**src/rtl/plb_pkg.sv**
```systemverilog
`timescale 1ns / 1ps
package plb_pkg;

	localparam int NUM_BOXES   = 4;
	localparam int ROW_BITS    = 10;
	localparam int COL_BITS    = 11;
	localparam int COORD_W     = 16;
	localparam int CORNER_W    = 3 * COORD_W;
	localparam int NUM_CFG     = 2 * NUM_BOXES;
	localparam int CFG_IDX_W   = 3;
	localparam int LABEL_W     = 3;
	localparam int BOX_IDX_W   = 2;
	localparam int QUEUE_DEPTH = 4;
	localparam int QPTR_W      = $clog2(QUEUE_DEPTH);
	localparam int QCNT_W      = $clog2(QUEUE_DEPTH + 1);

	// input tdata: x, y, z, row, col from bit 0 up, zero filled to bytes
	localparam int IN_BITS   = CORNER_W + ROW_BITS + COL_BITS;
	localparam int IN_DATA_W = ((IN_BITS + 7) / 8) * 8;

	// output tdata: label, box_index, box_found, row_min, row_max, col_min, col_max
	localparam int OUT_BITS   = LABEL_W + BOX_IDX_W + 1 + 2 * ROW_BITS + 2 * COL_BITS;
	localparam int OUT_DATA_W = ((OUT_BITS + 7) / 8) * 8;

	typedef enum logic {
		KIND_LABEL  = 1'b0,
		KIND_REPORT = 1'b1
	} plb_kind_t;

	typedef enum logic {
		BK_PIXEL,
		BK_REPORT
	} plb_back_state_t;

	// one classified pixel waiting for the back end
	typedef struct packed {
		logic [LABEL_W-1:0]  label;
		logic [ROW_BITS-1:0] row;
		logic [COL_BITS-1:0] col;
		logic                frame_end;
	} plb_entry_t;

endpackage

```
**src/rtl/plb_front.sv**
```systemverilog
`timescale 1ns / 1ps
module plb_front (
	input  logic                                clk,
	input  logic                                arst_n,
	input  logic                                cfg_wen,
	input  logic [plb_pkg::CFG_IDX_W-1:0]       cfg_index,
	input  logic [plb_pkg::CORNER_W-1:0]        cfg_data,
	input  logic                                s_axis_tvalid,
	output logic                                s_axis_tready,
	input  logic [plb_pkg::IN_DATA_W-1:0]       s_axis_tdata,
	input  logic                                s_axis_tlast,
	input  logic                                q_full,
	output logic                                push,
	output plb_pkg::plb_entry_t                 push_entry
);
	import plb_pkg::*;

	logic [CORNER_W-1:0]       corner_q [NUM_CFG];
	logic signed [COORD_W-1:0] pt [3];
	logic                      pt_valid;
	logic [NUM_BOXES-1:0]      hit;
	logic [LABEL_W-1:0]        label;

	always_ff @(posedge clk or negedge arst_n) begin
		if (!arst_n) begin
			for (int i = 0; i < NUM_CFG; i++) corner_q[i] <= '0;
		end else if (cfg_wen && ({1'b0, cfg_index} < (CFG_IDX_W+1)'(NUM_CFG))) begin
			corner_q[cfg_index] <= cfg_data;
		end
	end

	assign pt[0] = s_axis_tdata[COORD_W-1:0];
	assign pt[1] = s_axis_tdata[2*COORD_W-1:COORD_W];
	assign pt[2] = s_axis_tdata[3*COORD_W-1:2*COORD_W];
	// an all-zero point means no depth reading
	assign pt_valid = (pt[0] != '0) || (pt[1] != '0) || (pt[2] != '0);

	always_comb begin
		logic signed [COORD_W-1:0] lo;
		logic signed [COORD_W-1:0] hi;
		for (int k = 0; k < NUM_BOXES; k++) begin
			hit[k] = 1'b1;
			for (int a = 0; a < 3; a++) begin
				lo = corner_q[2*k][a*COORD_W +: COORD_W];
				hi = corner_q[2*k+1][a*COORD_W +: COORD_W];
				if (pt[a] < lo || pt[a] > hi) hit[k] = 1'b0;
			end
		end
	end

	// first box that holds the point wins
	always_comb begin
		label = '0;
		if (pt_valid) begin
			for (int k = NUM_BOXES - 1; k >= 0; k--) begin
				if (hit[k]) label = LABEL_W'(k + 1);
			end
		end
	end

	assign s_axis_tready        = !q_full;
	assign push                 = s_axis_tvalid && !q_full;
	assign push_entry.label     = label;
	assign push_entry.row       = s_axis_tdata[CORNER_W +: ROW_BITS];
	assign push_entry.col       = s_axis_tdata[CORNER_W+ROW_BITS +: COL_BITS];
	assign push_entry.frame_end = s_axis_tlast;

endmodule

```
**src/rtl/plb_queue.sv**
```systemverilog
`timescale 1ns / 1ps
module plb_queue (
	input  logic                clk,
	input  logic                arst_n,
	input  logic                push,
	input  plb_pkg::plb_entry_t push_entry,
	output logic                full,
	input  logic                pop,
	output logic                q_valid,
	output plb_pkg::plb_entry_t head
);
	import plb_pkg::*;

	plb_entry_t         mem_q [QUEUE_DEPTH];
	logic [QPTR_W-1:0]  wr_ptr_q;
	logic [QPTR_W-1:0]  rd_ptr_q;
	logic [QCNT_W-1:0]  cnt_q;

	always_ff @(posedge clk) begin
		if (push) mem_q[wr_ptr_q] <= push_entry;
	end

	always_ff @(posedge clk or negedge arst_n) begin
		if (!arst_n) begin
			wr_ptr_q <= '0;
			rd_ptr_q <= '0;
			cnt_q    <= '0;
		end else begin
			if (push) wr_ptr_q <= wr_ptr_q + 1'b1;
			if (pop)  rd_ptr_q <= rd_ptr_q + 1'b1;
			if (push && !pop)      cnt_q <= cnt_q + 1'b1;
			else if (pop && !push) cnt_q <= cnt_q - 1'b1;
		end
	end

	assign full    = (cnt_q == QCNT_W'(QUEUE_DEPTH));
	assign q_valid = (cnt_q != '0);
	assign head    = mem_q[rd_ptr_q];

endmodule

```
**src/rtl/plb_back.sv**
```systemverilog
`timescale 1ns / 1ps
module plb_back (
	input  logic                              clk,
	input  logic                              arst_n,
	input  logic                              q_valid,
	input  plb_pkg::plb_entry_t               head,
	output logic                              pop,
	output logic                              m_axis_tvalid,
	input  logic                              m_axis_tready,
	output logic [plb_pkg::OUT_DATA_W-1:0]    m_axis_tdata,   // label, box_index, box_found, row_min, row_max, col_min, col_max
	output logic                              m_axis_tlast,
	output logic                              m_axis_tuser    // kind
);
	import plb_pkg::*;

	plb_back_state_t state_q, state_d;
	logic [BOX_IDX_W-1:0] rpt_q;
	logic                 load;
	logic                 rpt_load;
	logic                 rpt_done;

	logic                 seen_q [NUM_BOXES];
	logic [ROW_BITS-1:0]  rmin_q [NUM_BOXES];
	logic [ROW_BITS-1:0]  rmax_q [NUM_BOXES];
	logic [COL_BITS-1:0]  cmin_q [NUM_BOXES];
	logic [COL_BITS-1:0]  cmax_q [NUM_BOXES];

	logic                 ov_q;
	plb_kind_t            okind_q, okind_d;
	logic [LABEL_W-1:0]   olabel_q, olabel_d;
	logic [BOX_IDX_W-1:0] obox_q, obox_d;
	logic                 ofound_q, ofound_d;
	logic [ROW_BITS-1:0]  ormin_q, ormin_d, ormax_q, ormax_d;
	logic [COL_BITS-1:0]  ocmin_q, ocmin_d, ocmax_q, ocmax_d;
	logic                 olast_q, olast_d;

	// the output register frees up when it is empty or its transfer completes
	assign load     = !ov_q || m_axis_tready;
	assign pop      = (state_q == BK_PIXEL) && q_valid && load;
	assign rpt_load = (state_q == BK_REPORT) && load;
	assign rpt_done = rpt_load && (rpt_q == BOX_IDX_W'(NUM_BOXES - 1));

	always_comb begin
		state_d = state_q;
		unique case (state_q)
			BK_PIXEL:  if (pop && head.frame_end) state_d = BK_REPORT;
			BK_REPORT: if (rpt_done) state_d = BK_PIXEL;
			default:   state_d = BK_PIXEL;
		endcase
	end

	always_comb begin
		okind_d  = KIND_LABEL;
		olabel_d = '0;
		obox_d   = '0;
		ofound_d = 1'b0;
		ormin_d  = '0;
		ormax_d  = '0;
		ocmin_d  = '0;
		ocmax_d  = '0;
		olast_d  = 1'b0;
		unique case (state_q)
			BK_PIXEL: begin
				olabel_d = head.label;
				olast_d  = !head.frame_end;
			end
			BK_REPORT: begin
				okind_d  = KIND_REPORT;
				obox_d   = rpt_q;
				ofound_d = seen_q[rpt_q];
				ormin_d  = rmin_q[rpt_q];
				ormax_d  = rmax_q[rpt_q];
				ocmin_d  = cmin_q[rpt_q];
				ocmax_d  = cmax_q[rpt_q];
				olast_d  = (rpt_q == BOX_IDX_W'(NUM_BOXES - 1));
			end
			default: ;
		endcase
	end

	always_ff @(posedge clk or negedge arst_n) begin
		if (!arst_n) begin
			state_q <= BK_PIXEL;
			rpt_q   <= '0;
			ov_q    <= 1'b0;
		end else begin
			state_q <= state_d;
			if (rpt_load) rpt_q <= rpt_done ? '0 : rpt_q + 1'b1;
			if (load) ov_q <= pop || rpt_load;
		end
	end

	always_ff @(posedge clk) begin
		if (pop || rpt_load) begin
			okind_q  <= okind_d;
			olabel_q <= olabel_d;
			obox_q   <= obox_d;
			ofound_q <= ofound_d;
			ormin_q  <= ormin_d;
			ormax_q  <= ormax_d;
			ocmin_q  <= ocmin_d;
			ocmax_q  <= ocmax_d;
			olast_q  <= olast_d;
		end
	end

	// per-box extents, cleared after the last report of a frame
	always_ff @(posedge clk or negedge arst_n) begin
		if (!arst_n) begin
			for (int k = 0; k < NUM_BOXES; k++) begin
				seen_q[k] <= 1'b0;
				rmin_q[k] <= '1;
				rmax_q[k] <= '0;
				cmin_q[k] <= '1;
				cmax_q[k] <= '0;
			end
		end else if (rpt_done) begin
			for (int k = 0; k < NUM_BOXES; k++) begin
				seen_q[k] <= 1'b0;
				rmin_q[k] <= '1;
				rmax_q[k] <= '0;
				cmin_q[k] <= '1;
				cmax_q[k] <= '0;
			end
		end else if (pop) begin
			for (int k = 0; k < NUM_BOXES; k++) begin
				if (head.label == LABEL_W'(k + 1)) begin
					seen_q[k] <= 1'b1;
					if (head.row < rmin_q[k]) rmin_q[k] <= head.row;
					if (head.row > rmax_q[k]) rmax_q[k] <= head.row;
					if (head.col < cmin_q[k]) cmin_q[k] <= head.col;
					if (head.col > cmax_q[k]) cmax_q[k] <= head.col;
				end
			end
		end
	end

	assign m_axis_tvalid = ov_q;
	assign m_axis_tuser  = okind_q;
	assign m_axis_tlast  = olast_q;
	assign m_axis_tdata  = OUT_DATA_W'({ocmax_q, ocmin_q, ormax_q, ormin_q,
		ofound_q, obox_q, olabel_q});

	a_idle_counter: assert property (@(posedge clk) disable iff (!arst_n)
		state_q == BK_PIXEL |-> rpt_q == '0)
		else $error("report counter left nonzero outside report phase");

	a_clear_after_reports: assert property (@(posedge clk) disable iff (!arst_n)
		rpt_done |=> !seen_q[0] && rmax_q[0] == '0 && cmax_q[0] == '0)
		else $error("extents not cleared after frame reports");

	a_label_range: assert property (@(posedge clk) disable iff (!arst_n)
		ov_q && okind_q == KIND_LABEL |-> olabel_q <= LABEL_W'(NUM_BOXES))
		else $error("label result names a box that does not exist");

	a_no_pop_in_report: assert property (@(posedge clk) disable iff (!arst_n)
		state_q == BK_REPORT |-> !pop)
		else $error("queue popped during report phase");

endmodule

```
**src/rtl/point_box_pixel_labeler_top.sv**
```systemverilog
`timescale 1ns / 1ps
// Labels a stream of per-pixel 3D points against up to four inclusive 3D boxes and
// tracks each box's row/column extent. One pixel is taken per clock while the queue
// is not full; each pixel gives one label result, and a frame-end pixel is followed
// by one extent report per box. A four-entry queue between the classifier and the
// extent tracker takes up most of the report phase and short output stalls; with pixels
// arriving back to back and the output always ready, the input is still held off while
// the queue is full after each frame-end pixel. A label result passes through the queue
// and the output register. Box corners are written on the cfg port: register 2k is
// box k's low corner, 2k+1 its high corner, x/y/z as signed 16-bit fields from bit 0
// up. The user must write them only while the block is idle; the block does not enforce it.
module point_box_pixel_labeler_top (
	input  logic                              clk,
	input  logic                              arst_n,
	input  logic                              cfg_wen,
	input  logic [plb_pkg::CFG_IDX_W-1:0]     cfg_index,
	input  logic [plb_pkg::CORNER_W-1:0]      cfg_data,
	input  logic                              s_axis_tvalid,
	output logic                              s_axis_tready,
	input  logic [plb_pkg::IN_DATA_W-1:0]     s_axis_tdata,   // point_x, point_y, point_z, pixel_row, pixel_col
	input  logic                              s_axis_tlast,   // frame_end
	output logic                              m_axis_tvalid,
	input  logic                              m_axis_tready,
	output logic [plb_pkg::OUT_DATA_W-1:0]    m_axis_tdata,   // label, box_index, box_found, row_min, row_max, col_min, col_max
	output logic                              m_axis_tlast,   // last
	output logic                              m_axis_tuser    // kind
);
	import plb_pkg::*;

	logic       q_full;
	logic       push;
	plb_entry_t push_entry;
	logic       pop;
	logic       q_valid;
	plb_entry_t head;

	plb_front u_front (
		.clk           (clk),
		.arst_n        (arst_n),
		.cfg_wen       (cfg_wen),
		.cfg_index     (cfg_index),
		.cfg_data      (cfg_data),
		.s_axis_tvalid (s_axis_tvalid),
		.s_axis_tready (s_axis_tready),
		.s_axis_tdata  (s_axis_tdata),
		.s_axis_tlast  (s_axis_tlast),
		.q_full        (q_full),
		.push          (push),
		.push_entry    (push_entry)
	);

	plb_queue u_queue (
		.clk        (clk),
		.arst_n     (arst_n),
		.push       (push),
		.push_entry (push_entry),
		.full       (q_full),
		.pop        (pop),
		.q_valid    (q_valid),
		.head       (head)
	);

	plb_back u_back (
		.clk           (clk),
		.arst_n        (arst_n),
		.q_valid       (q_valid),
		.head          (head),
		.pop           (pop),
		.m_axis_tvalid (m_axis_tvalid),
		.m_axis_tready (m_axis_tready),
		.m_axis_tdata  (m_axis_tdata),
		.m_axis_tlast  (m_axis_tlast),
		.m_axis_tuser  (m_axis_tuser)
	);

endmodule
```
**config.mk**
```make
export PLATFORM = sky130hd
export DESIGN_NAME = point_box_pixel_labeler_top
export DESIGN_NICKNAME = d
export VERILOG_FILES = /design/src/rtl/plb_pkg.sv /design/src/rtl/plb_front.sv /design/src/rtl/plb_queue.sv /design/src/rtl/plb_back.sv /design/src/rtl/point_box_pixel_labeler_top.sv
export SDC_FILE = /design/constraint.sdc
export NUM_CORES = 2
export LEC_CHECK = 0
export BUFFER_PORTS_ARGS = -buffer_cell sky130_fd_sc_hd__clkbuf_2
export CORE_ASPECT_RATIO = 0.8
export CORE_MARGIN = 5
export CORE_UTILIZATION = 54
export CTS_CLUSTER_DIAMETER = 200
export DETAILED_ROUTE_END_ITERATION = 16
export HOLD_SLACK_MARGIN = 0.08
export PLACE_DENSITY = 0.76
export SETUP_SLACK_MARGIN = 0.4
export SLEW_MARGIN = 20
export SYNTH_ARGS = -nofsm -noshare
export SYNTH_HDL_FRONTEND = slang
export SYNTH_SLANG_ARGS = --single-unit
```
**constraint.sdc**
```tcl
create_clock -name clk -period 3.71 [get_ports clk]
set_input_delay 0.5565 -clock clk [delete_from_list [all_inputs] [get_ports clk]]
set_output_delay 0.5565 -clock clk [all_outputs]
set_load 0.02 [all_outputs]
```
# == After elaboration in Yosys (flattened, before gate mapping) ==
# Memory sizes are Yosys's and may differ from the RTL's.
# Index checks and enable logic that the tools add are counted.
# totals
input_bits,129
ramBits,100
wordCells,268
regBits,617
out_inout_bits,52
mem_count,1
# classes
n_bitwise,3
order_cmp,43
reduce_logical,76
n_eq_ne,6
add_sub_neg,5
n_mux,91
# memory_table
memory,depth,width,read_ports,rd_clocked_by_memory_dff,write_ports,line_no,rtl
u_queue.mem_q,4,25,1,0,1,plb_queue.sv:14,plb_entry_t mem_q [QUEUE_DEPTH];
# ops
cell,n
384-bit bitwise mux,1
11-bit two-way mux,20
10-bit two-way mux,20
16-bit greater-than comparator,12
16-bit less-than comparator,12
44-bit two-way mux,4
40-bit two-way mux,4
48-bit demux with 3-bit select,1
48-bit two-way mux,1
3-bit AND reduction,16
16-bit nonzero test,3
11-bit binary-select mux with 2-bit select,2
11-bit greater-than comparator,4
11-bit less-than comparator,4
2-bit nonzero test,22
10-bit binary-select mux with 2-bit select,2
10-bit greater-than comparator,4
10-bit less-than comparator,4
1-bit two-way mux,23
3-bit two-way mux,7
1-bit logical OR,16
1-bit logical AND,9
4-bit two-way mux,2
2-bit AND reduction,4
other kinds (18),27

# == Depth between registers and ports, before layout ==
# depth
ltp_word,10
depth_mapped,14
mapped_depth_nobuf,11

# == By module ==
# Synthesis repeated with hierarchy kept, for this count alone.
# unflattened
hier_cells,3965
hier_area_um2,42092.9
# by_module_without_submodules
module,area_each_um2,cells_per_inst,seq_area_each_um2,n_inst
plb_front,23485.0,2373,9609.2,1
plb_back,14557.7,1427,6010.8,1
plb_queue,4050.1,165,3178.0,1

# == Worst setup path after synthesis ==
# OpenSTA, ideal clock, no wires.
# synth_timing
path_type,register to register
startpoint,reg u_queue.rd_ptr_q[0]
endpoint,reg u_back.cmax_q[5] (netlist bit)
required_time_ps,3578
period_less_slack_ps,3629
t_arrival_ps,3498
setup_ps,132
path_slack_ps,81
n_path_buf,4
path_stages_with_launch,14
path_cell_list,dfrtp_1 buf_6 buf_1 mux4_2 clkbuf_1 ha_1 nand3_1 or2_2 nor3_1 a211oi_2 o41ai_1 buf_2 mux2i_1 nor2_1
# synth_via
elab_chain_cells,5
elab_cells_between_ends,10
cone_classes,order compare: 1; eq/ne: 1; mux: 4; reduce/logical: 3; memory: 1
# synth_rtl
item,line_no,rtl
"start, declared",plb_queue.sv:16,logic [QPTR_W-1:0] rd_ptr_q;
"start signal, assigned",plb_queue.sv:30,if (pop) rd_ptr_q <= rd_ptr_q + 1'b1;
memory 4 x 25 bit *,--,
branches (longest 4 deep; another with 11-bit greater-than comparator),--,
"end signal, assigned by index",plb_back.sv:115,cmax_q[k] <= '0;
"end signal, assigned by index",plb_back.sv:123,cmax_q[k] <= '0;
"end, declared",plb_back.sv:26,logic [COL_BITS-1:0] cmax_q [NUM_BOXES];
# Every way passes the cells marked *. The select of a mux whose other input is x is not followed.
# A chain may end at the register's enable or synchronous reset.

# == Worst setup path after layout ==
# layout_timing
startpoint,reg u_queue.rd_ptr_q[0]
endpoint,reg u_back.rmin_q[39] (netlist bit)
# layout_via
elab_chain_cells,5
elab_cells_between_ends,10
cone_classes,order compare: 1; eq/ne: 1; mux: 4; reduce/logical: 3; memory: 1
# layout_rtl
item,line_no,rtl
memory 4 x 25 bit *,--,
branches (longest 4 deep; another with 10-bit less-than comparator),--,
"end signal, assigned by index",plb_back.sv:112,rmin_q[k] <= '1;
"end signal, assigned by index",plb_back.sv:120,rmin_q[k] <= '1;
"end, declared",plb_back.sv:23,logic [ROW_BITS-1:0] rmin_q [NUM_BOXES];
# Marked as above.

==> results list <==
* Status: complete, no violations
- P_int: 0.02121 W
* Clk network pwr share: 0.235
- Most frequently used cell type in the post-synthesis netlist: sky130_fd_sc_hd__inv_1
- Along the worst hold path, the cell count comes to 1.
- The die is 319.0 µm wide.
- DR iter-0 viols: 2618
- Switch share: 0.3677
* First-pass DRT Iterations: 5
- Together, buffers and inverters on the worst path number 4.
* Number of nets still failing antenna checks after routing: 0
- Synthesized flop and latch total: 717
- Of the cells placed in the final design, the portion with a size suffix greater than 1 is 0.2037.
- Leak: 22.61 nW
* Number of I/O pins: 181
* Final net count: roughly 4800
- Chain of cells forming the critical path: buf_6 -> buf_12 -> mux4_2 -> buf_6 -> ha_1 -> o21a_1 -> o211ai_1 -> nor2_1 -> a211oi_2 -> o311a_1 -> buf_2 -> o211ai_1
- Ranked by total cell area, the synthesized netlist is headed by sky130_fd_sc_hd__dfrtp_1 (29%), sky130_fd_sc_hd__ha_1 (16%), sky130_fd_sc_hd__edfxtp_1 (11%).
- The later pin in the worst-skew pair is clocked with a latency of around 0.64 ns.
- Reg area: 18800 µm²
* Critical register-to-register path endpoint: u_back.rmin_q[39]$_DFFE_PN1P_
* TritonCTS clock tree: built
- The worst setup path is launched from a flip-flop.
- Data required time of the critical path: around 4.2 ns
* Min-Delay Path Class: in -> reg
* Most used DFF post-synth: sky130_fd_sc_hd__dfrtp_1
* Proportion of synthesized flip-flops having asynchronous set or reset: 0.7908
- Via count of the routed design: between 30000 and 40000
- Setup-violating endpoint count in the final report: 0
* Maximum number of pins on one net before global-route repair: 94
- In this run the register-to-register setup slack is 0.48 ns.
- Buffers placed on the I/O ports in this run total around 180.
- After clock tree synthesis, the clock-pin slew on the worst setup and hold paths is 0.06 ns.
* Via count of the first global-routing pass: 30090
* Area overhead of the layout relative to synthesis: 14.07%
* CP max-delay cell: sky130_fd_sc_hd__mux4_2
- Worst-case clock skew: 0.02697 ns
- The tool flagged a number of max-cap violations equal to 0.
- R2R depth: 12
* Starting density of the core: 0.5461
- TritonCTS buffer count: 75
- After detailed routing, the number of vias per cell comes to 5.867.
- In this run the mean area of a mapped cell was 10.71 µm².
* Cells after synthesis: 3852
- First-pass GRT wire length: 168.4 mm
* Worst Path Arrival: 3.77 ns
* Maximum vdd ir drop: 0.0003708 V
- Start-to-end type of the worst setup path: reg -> reg
- Worst setup margin: 0.4754 ns
- CTS saw 717 sinks.
- Syn nets: 4520
- Average wire length per cell after detail routing: ~21 µm
- The clock passes through at most 3 buffers.
* Sw power: approximately 0.012 W
- The share of total power dissipated in combinational logic is 0.411.
* Number of levels the H-tree was split into: 3
- Number of slew-limit violations in the final report: 0
- Unrepaired setup endpoints after global routing: true
* End point of the worst hold path: u_queue.mem_q[0][7]$_DFFE_PP_
- Achievable Freq: 0.3092 GHz
* Critical Path End Type: flip-flop
* DRC violations left: 0
- Residual overflow from global routing: 0
* Routability-driven placement congestion ratio: a little under 0.9
- The share of total power dissipated in sequential elements is 0.354.
- Origin of the worst setup path: u_queue.rd_ptr_q[0]$_DFFE_PN0P_
- The die covers 82070 µm².
- Biggest cell delay along the critical path: roughly 0.6 ns
* Synth top area share: 0.2929
- For the finished layout, the period the worst path requires is 3.235 ns.
- For this block, the routed nets add up to 107.8 mm of wire.
- Count of cell types in the netlist: 78
* Area of the core region: between 70000 and 80000 µm²
- Portion of the post-synthesis area used by sequential elements: 0.4556
- Before CTS, the worst setup slack after placement is 0.07920 ns.
- Detailed placement finished with a half-perimeter wire length of roughly 75 mm.
- The biggest area contributor in the post-synthesis netlist is sky130_fd_sc_hd__dfrtp_1.
* GR Util All Layers: 0.2559
- Placement Rows: 90
* Number of flops mapped to enable cells by yosys: 150
- Maximum fanout along the worst path: 10
- Slew at the pin closest to its max-slew limit: 0.8972 ns
* CP top delay family: compound AO/OA/AOI/OAI gates
- Ratio of final minimum period to clock period: 0.8719
- Startpoint of the lowest-slack register-to-register path: u_queue.rd_ptr_q[0]$_DFFE_PN0P_
- For this design the ratio of total power to cell area is 712.7 nW/µm².
- During synthesis, Yosys emitted a total of 0 warnings.
- From bottom edge to top edge, the die measures 257.2 µm.
* Initial antenna violation count: 13
- Top post-synthesis cells by count: sky130_fd_sc_hd__inv_1 (555), sky130_fd_sc_hd__ha_1 (538), sky130_fd_sc_hd__dfrtp_1 (483)
- Area of the multi-input gates: 20030 µm²
* Worst Hold Launch: s_axis_tdata[64]
- CTS placed an instance of sky130_fd_sc_hd__clkbuf_16 at the clock tree root.
- The layout has 5843 filler cells.
- Worst rel slew slack: 0.3964
* Synthesized cell area: 41260 µm²
- Total negative slack: 0 ns
* Number of endpoints with negative hold slack in the final report: 0
==> power by group through the flow <==
stage | combinational, W | sequential (W) | clock [W]
6_report | 0.0138 | 0.0119 | 0.00788
5_1_grt | 0.0153 | 0.0121 | 0.00831
4_1_cts | 0.0130 | 0.0118 | 0.00799
3_5_place_dp | 0.0128 | 0.0120 | 0
3_3_place_gp | 0.0122 | 0.0119 | 0
2_1_floorplan | 0.00869 | 0.0118 | 0
==> how the worst max path moves through the flow <==
stage,slack [ns],endpoint,cells past startpoint
floorplan,0.40,u_back.cmax_q[16]$_DFFE_PN0P_,13
global placement,0.18,u_back.rmin_q[10]$_DFFE_PN1P_,11
detailed placement,0.08,u_back.cmax_q[8]$_DFFE_PN0P_,11
CTS,0.39,u_back.rmin_q[21]$_DFFE_PN1P_,12
global route,0.32,u_back.rmin_q[39]$_DFFE_PN1P_,12
finish,0.48,u_back.rmin_q[39]$_DFFE_PN1P_,12
==> kinds of logic after synthesis <==
logic type / Yosys count / share of synthesized area
muxes: 369 / 0.1164
buffers and inverters: 698 / 0.06487
DFF: 717 / 0.4556
xor gates and xnor gates: 6 / 0.001274
AOI/OAI and AO/OA: 705 / 0.1055
and+or+nand+nor: 818 / 0.09273
adders and majority gates: 539 / 0.1636
==> cells in the final DEF (no fill, tap or decap), types with 49 or more instances in the layout <==
cell type                   count
sky130_fd_sc_hd__a21oi_1      141
sky130_fd_sc_hd__nand2_1      304
sky130_fd_sc_hd__nor2_1       198
sky130_fd_sc_hd__a31oi_1       52
sky130_fd_sc_hd__mux2i_1       94
sky130_fd_sc_hd__clkbuf_16     79
sky130_fd_sc_hd__edfxtp_1     150
sky130_fd_sc_hd__a21o_1        64
sky130_fd_sc_hd__mux2_2       207
sky130_fd_sc_hd__ha_1         535
sky130_fd_sc_hd__clkbuf_2     176
sky130_fd_sc_hd__o211ai_1      49
sky130_fd_sc_hd__mux4_2        68
sky130_fd_sc_hd__dfrtp_1      479
sky130_fd_sc_hd__inv_1        554
sky130_fd_sc_hd__buf_4        118
sky130_fd_sc_hd__o21ai_0      249
sky130_fd_sc_hd__dfstp_2       84
sky130_fd_sc_hd__nand4_1       64
==> metal layers <==
layer	vias up	track usage	part of all wire
li1	14110	-	-
met1	15170	0.3772	0.46
met2	1035	0.3917	0.45
met3	166	0.04793	0.074
met4	4	0.07085	0.025
met5	-	0	0.00025
==> area by class of cell <==
cell class / count / share of cell area
tap: 1012 / 0.02690
clock inverter: 30 / 0.008560
clock buffer: 108 / 0.04554
multi-input combinational: 2438 / 0.4256
timing repair buffer: 327 / 0.04897
inverter: 557 / 0.04450
antenna: 7 / 0.0003722
sequential: 717 / 0.3995
==> repair_timing <==
action / in CTS / in global routing
hold buffers: 1 / 0
pin swaps: 3 / 11
cloned: 0 / 5
resized for setup: 9 / 47
setup endpoints to repair: 104 / 171
hold endpoints to repair: 55 / 0
setup buffers: 7 / 19
==> worst reg2reg max path, cell delays in order (launching register included) <==
cell and delay (ns):
sky130_fd_sc_hd__dfrtp_2 0.37, sky130_fd_sc_hd__buf_6 0.15, sky130_fd_sc_hd__buf_12 0.17, sky130_fd_sc_hd__mux4_2 0.61, sky130_fd_sc_hd__buf_6 0.19, sky130_fd_sc_hd__ha_1 0.27, sky130_fd_sc_hd__o21a_1 0.17, sky130_fd_sc_hd__o211ai_1 0.22
sky130_fd_sc_hd__nor2_1 0.10, sky130_fd_sc_hd__a211oi_2 0.23, sky130_fd_sc_hd__o311a_1 0.29, sky130_fd_sc_hd__buf_2 0.26, sky130_fd_sc_hd__o211ai_1 0.12
==> through the flow <==
stage	cells	instance area, µm²	util	total power, W	hold slack (ns)
2_1_floorplan	3852	41280	-	0.02053	0.2609
3_3_place_gp	5019	43940	0.5816	0.02410	0.4794
3_5_place_dp	5019	43940	0.5816	0.02471	0.4850
4_1_cts	5165	46600	0.6167	0.03282	0.1056
5_1_grt	5194	47060	0.6228	0.03571	0.1245
6_report	5196	47070	0.6229	0.03354	0.1479
==> registers in the layout, summed over array words and instances, names as in the netlist, 2 cells and up <==
name              flops
u_back.cmin_q        44
u_back.ormin_q       10
u_back.obox_q         2
u_back.ocmin_q       11
u_back.seen_q         4
u_front.corner_q    384
u_back.ocmax_q       11
u_back.rmin_q        40
u_queue.rd_ptr_q      2
u_back.rpt_q          2
u_queue.mem_q       100
u_back.ormax_q       10
u_queue.wr_ptr_q      2
u_back.olabel_q       3
u_back.cmax_q        44
u_back.rmax_q        40
u_queue.cnt_q         3
No activity file was read; power rests on OpenSTA's default activity.
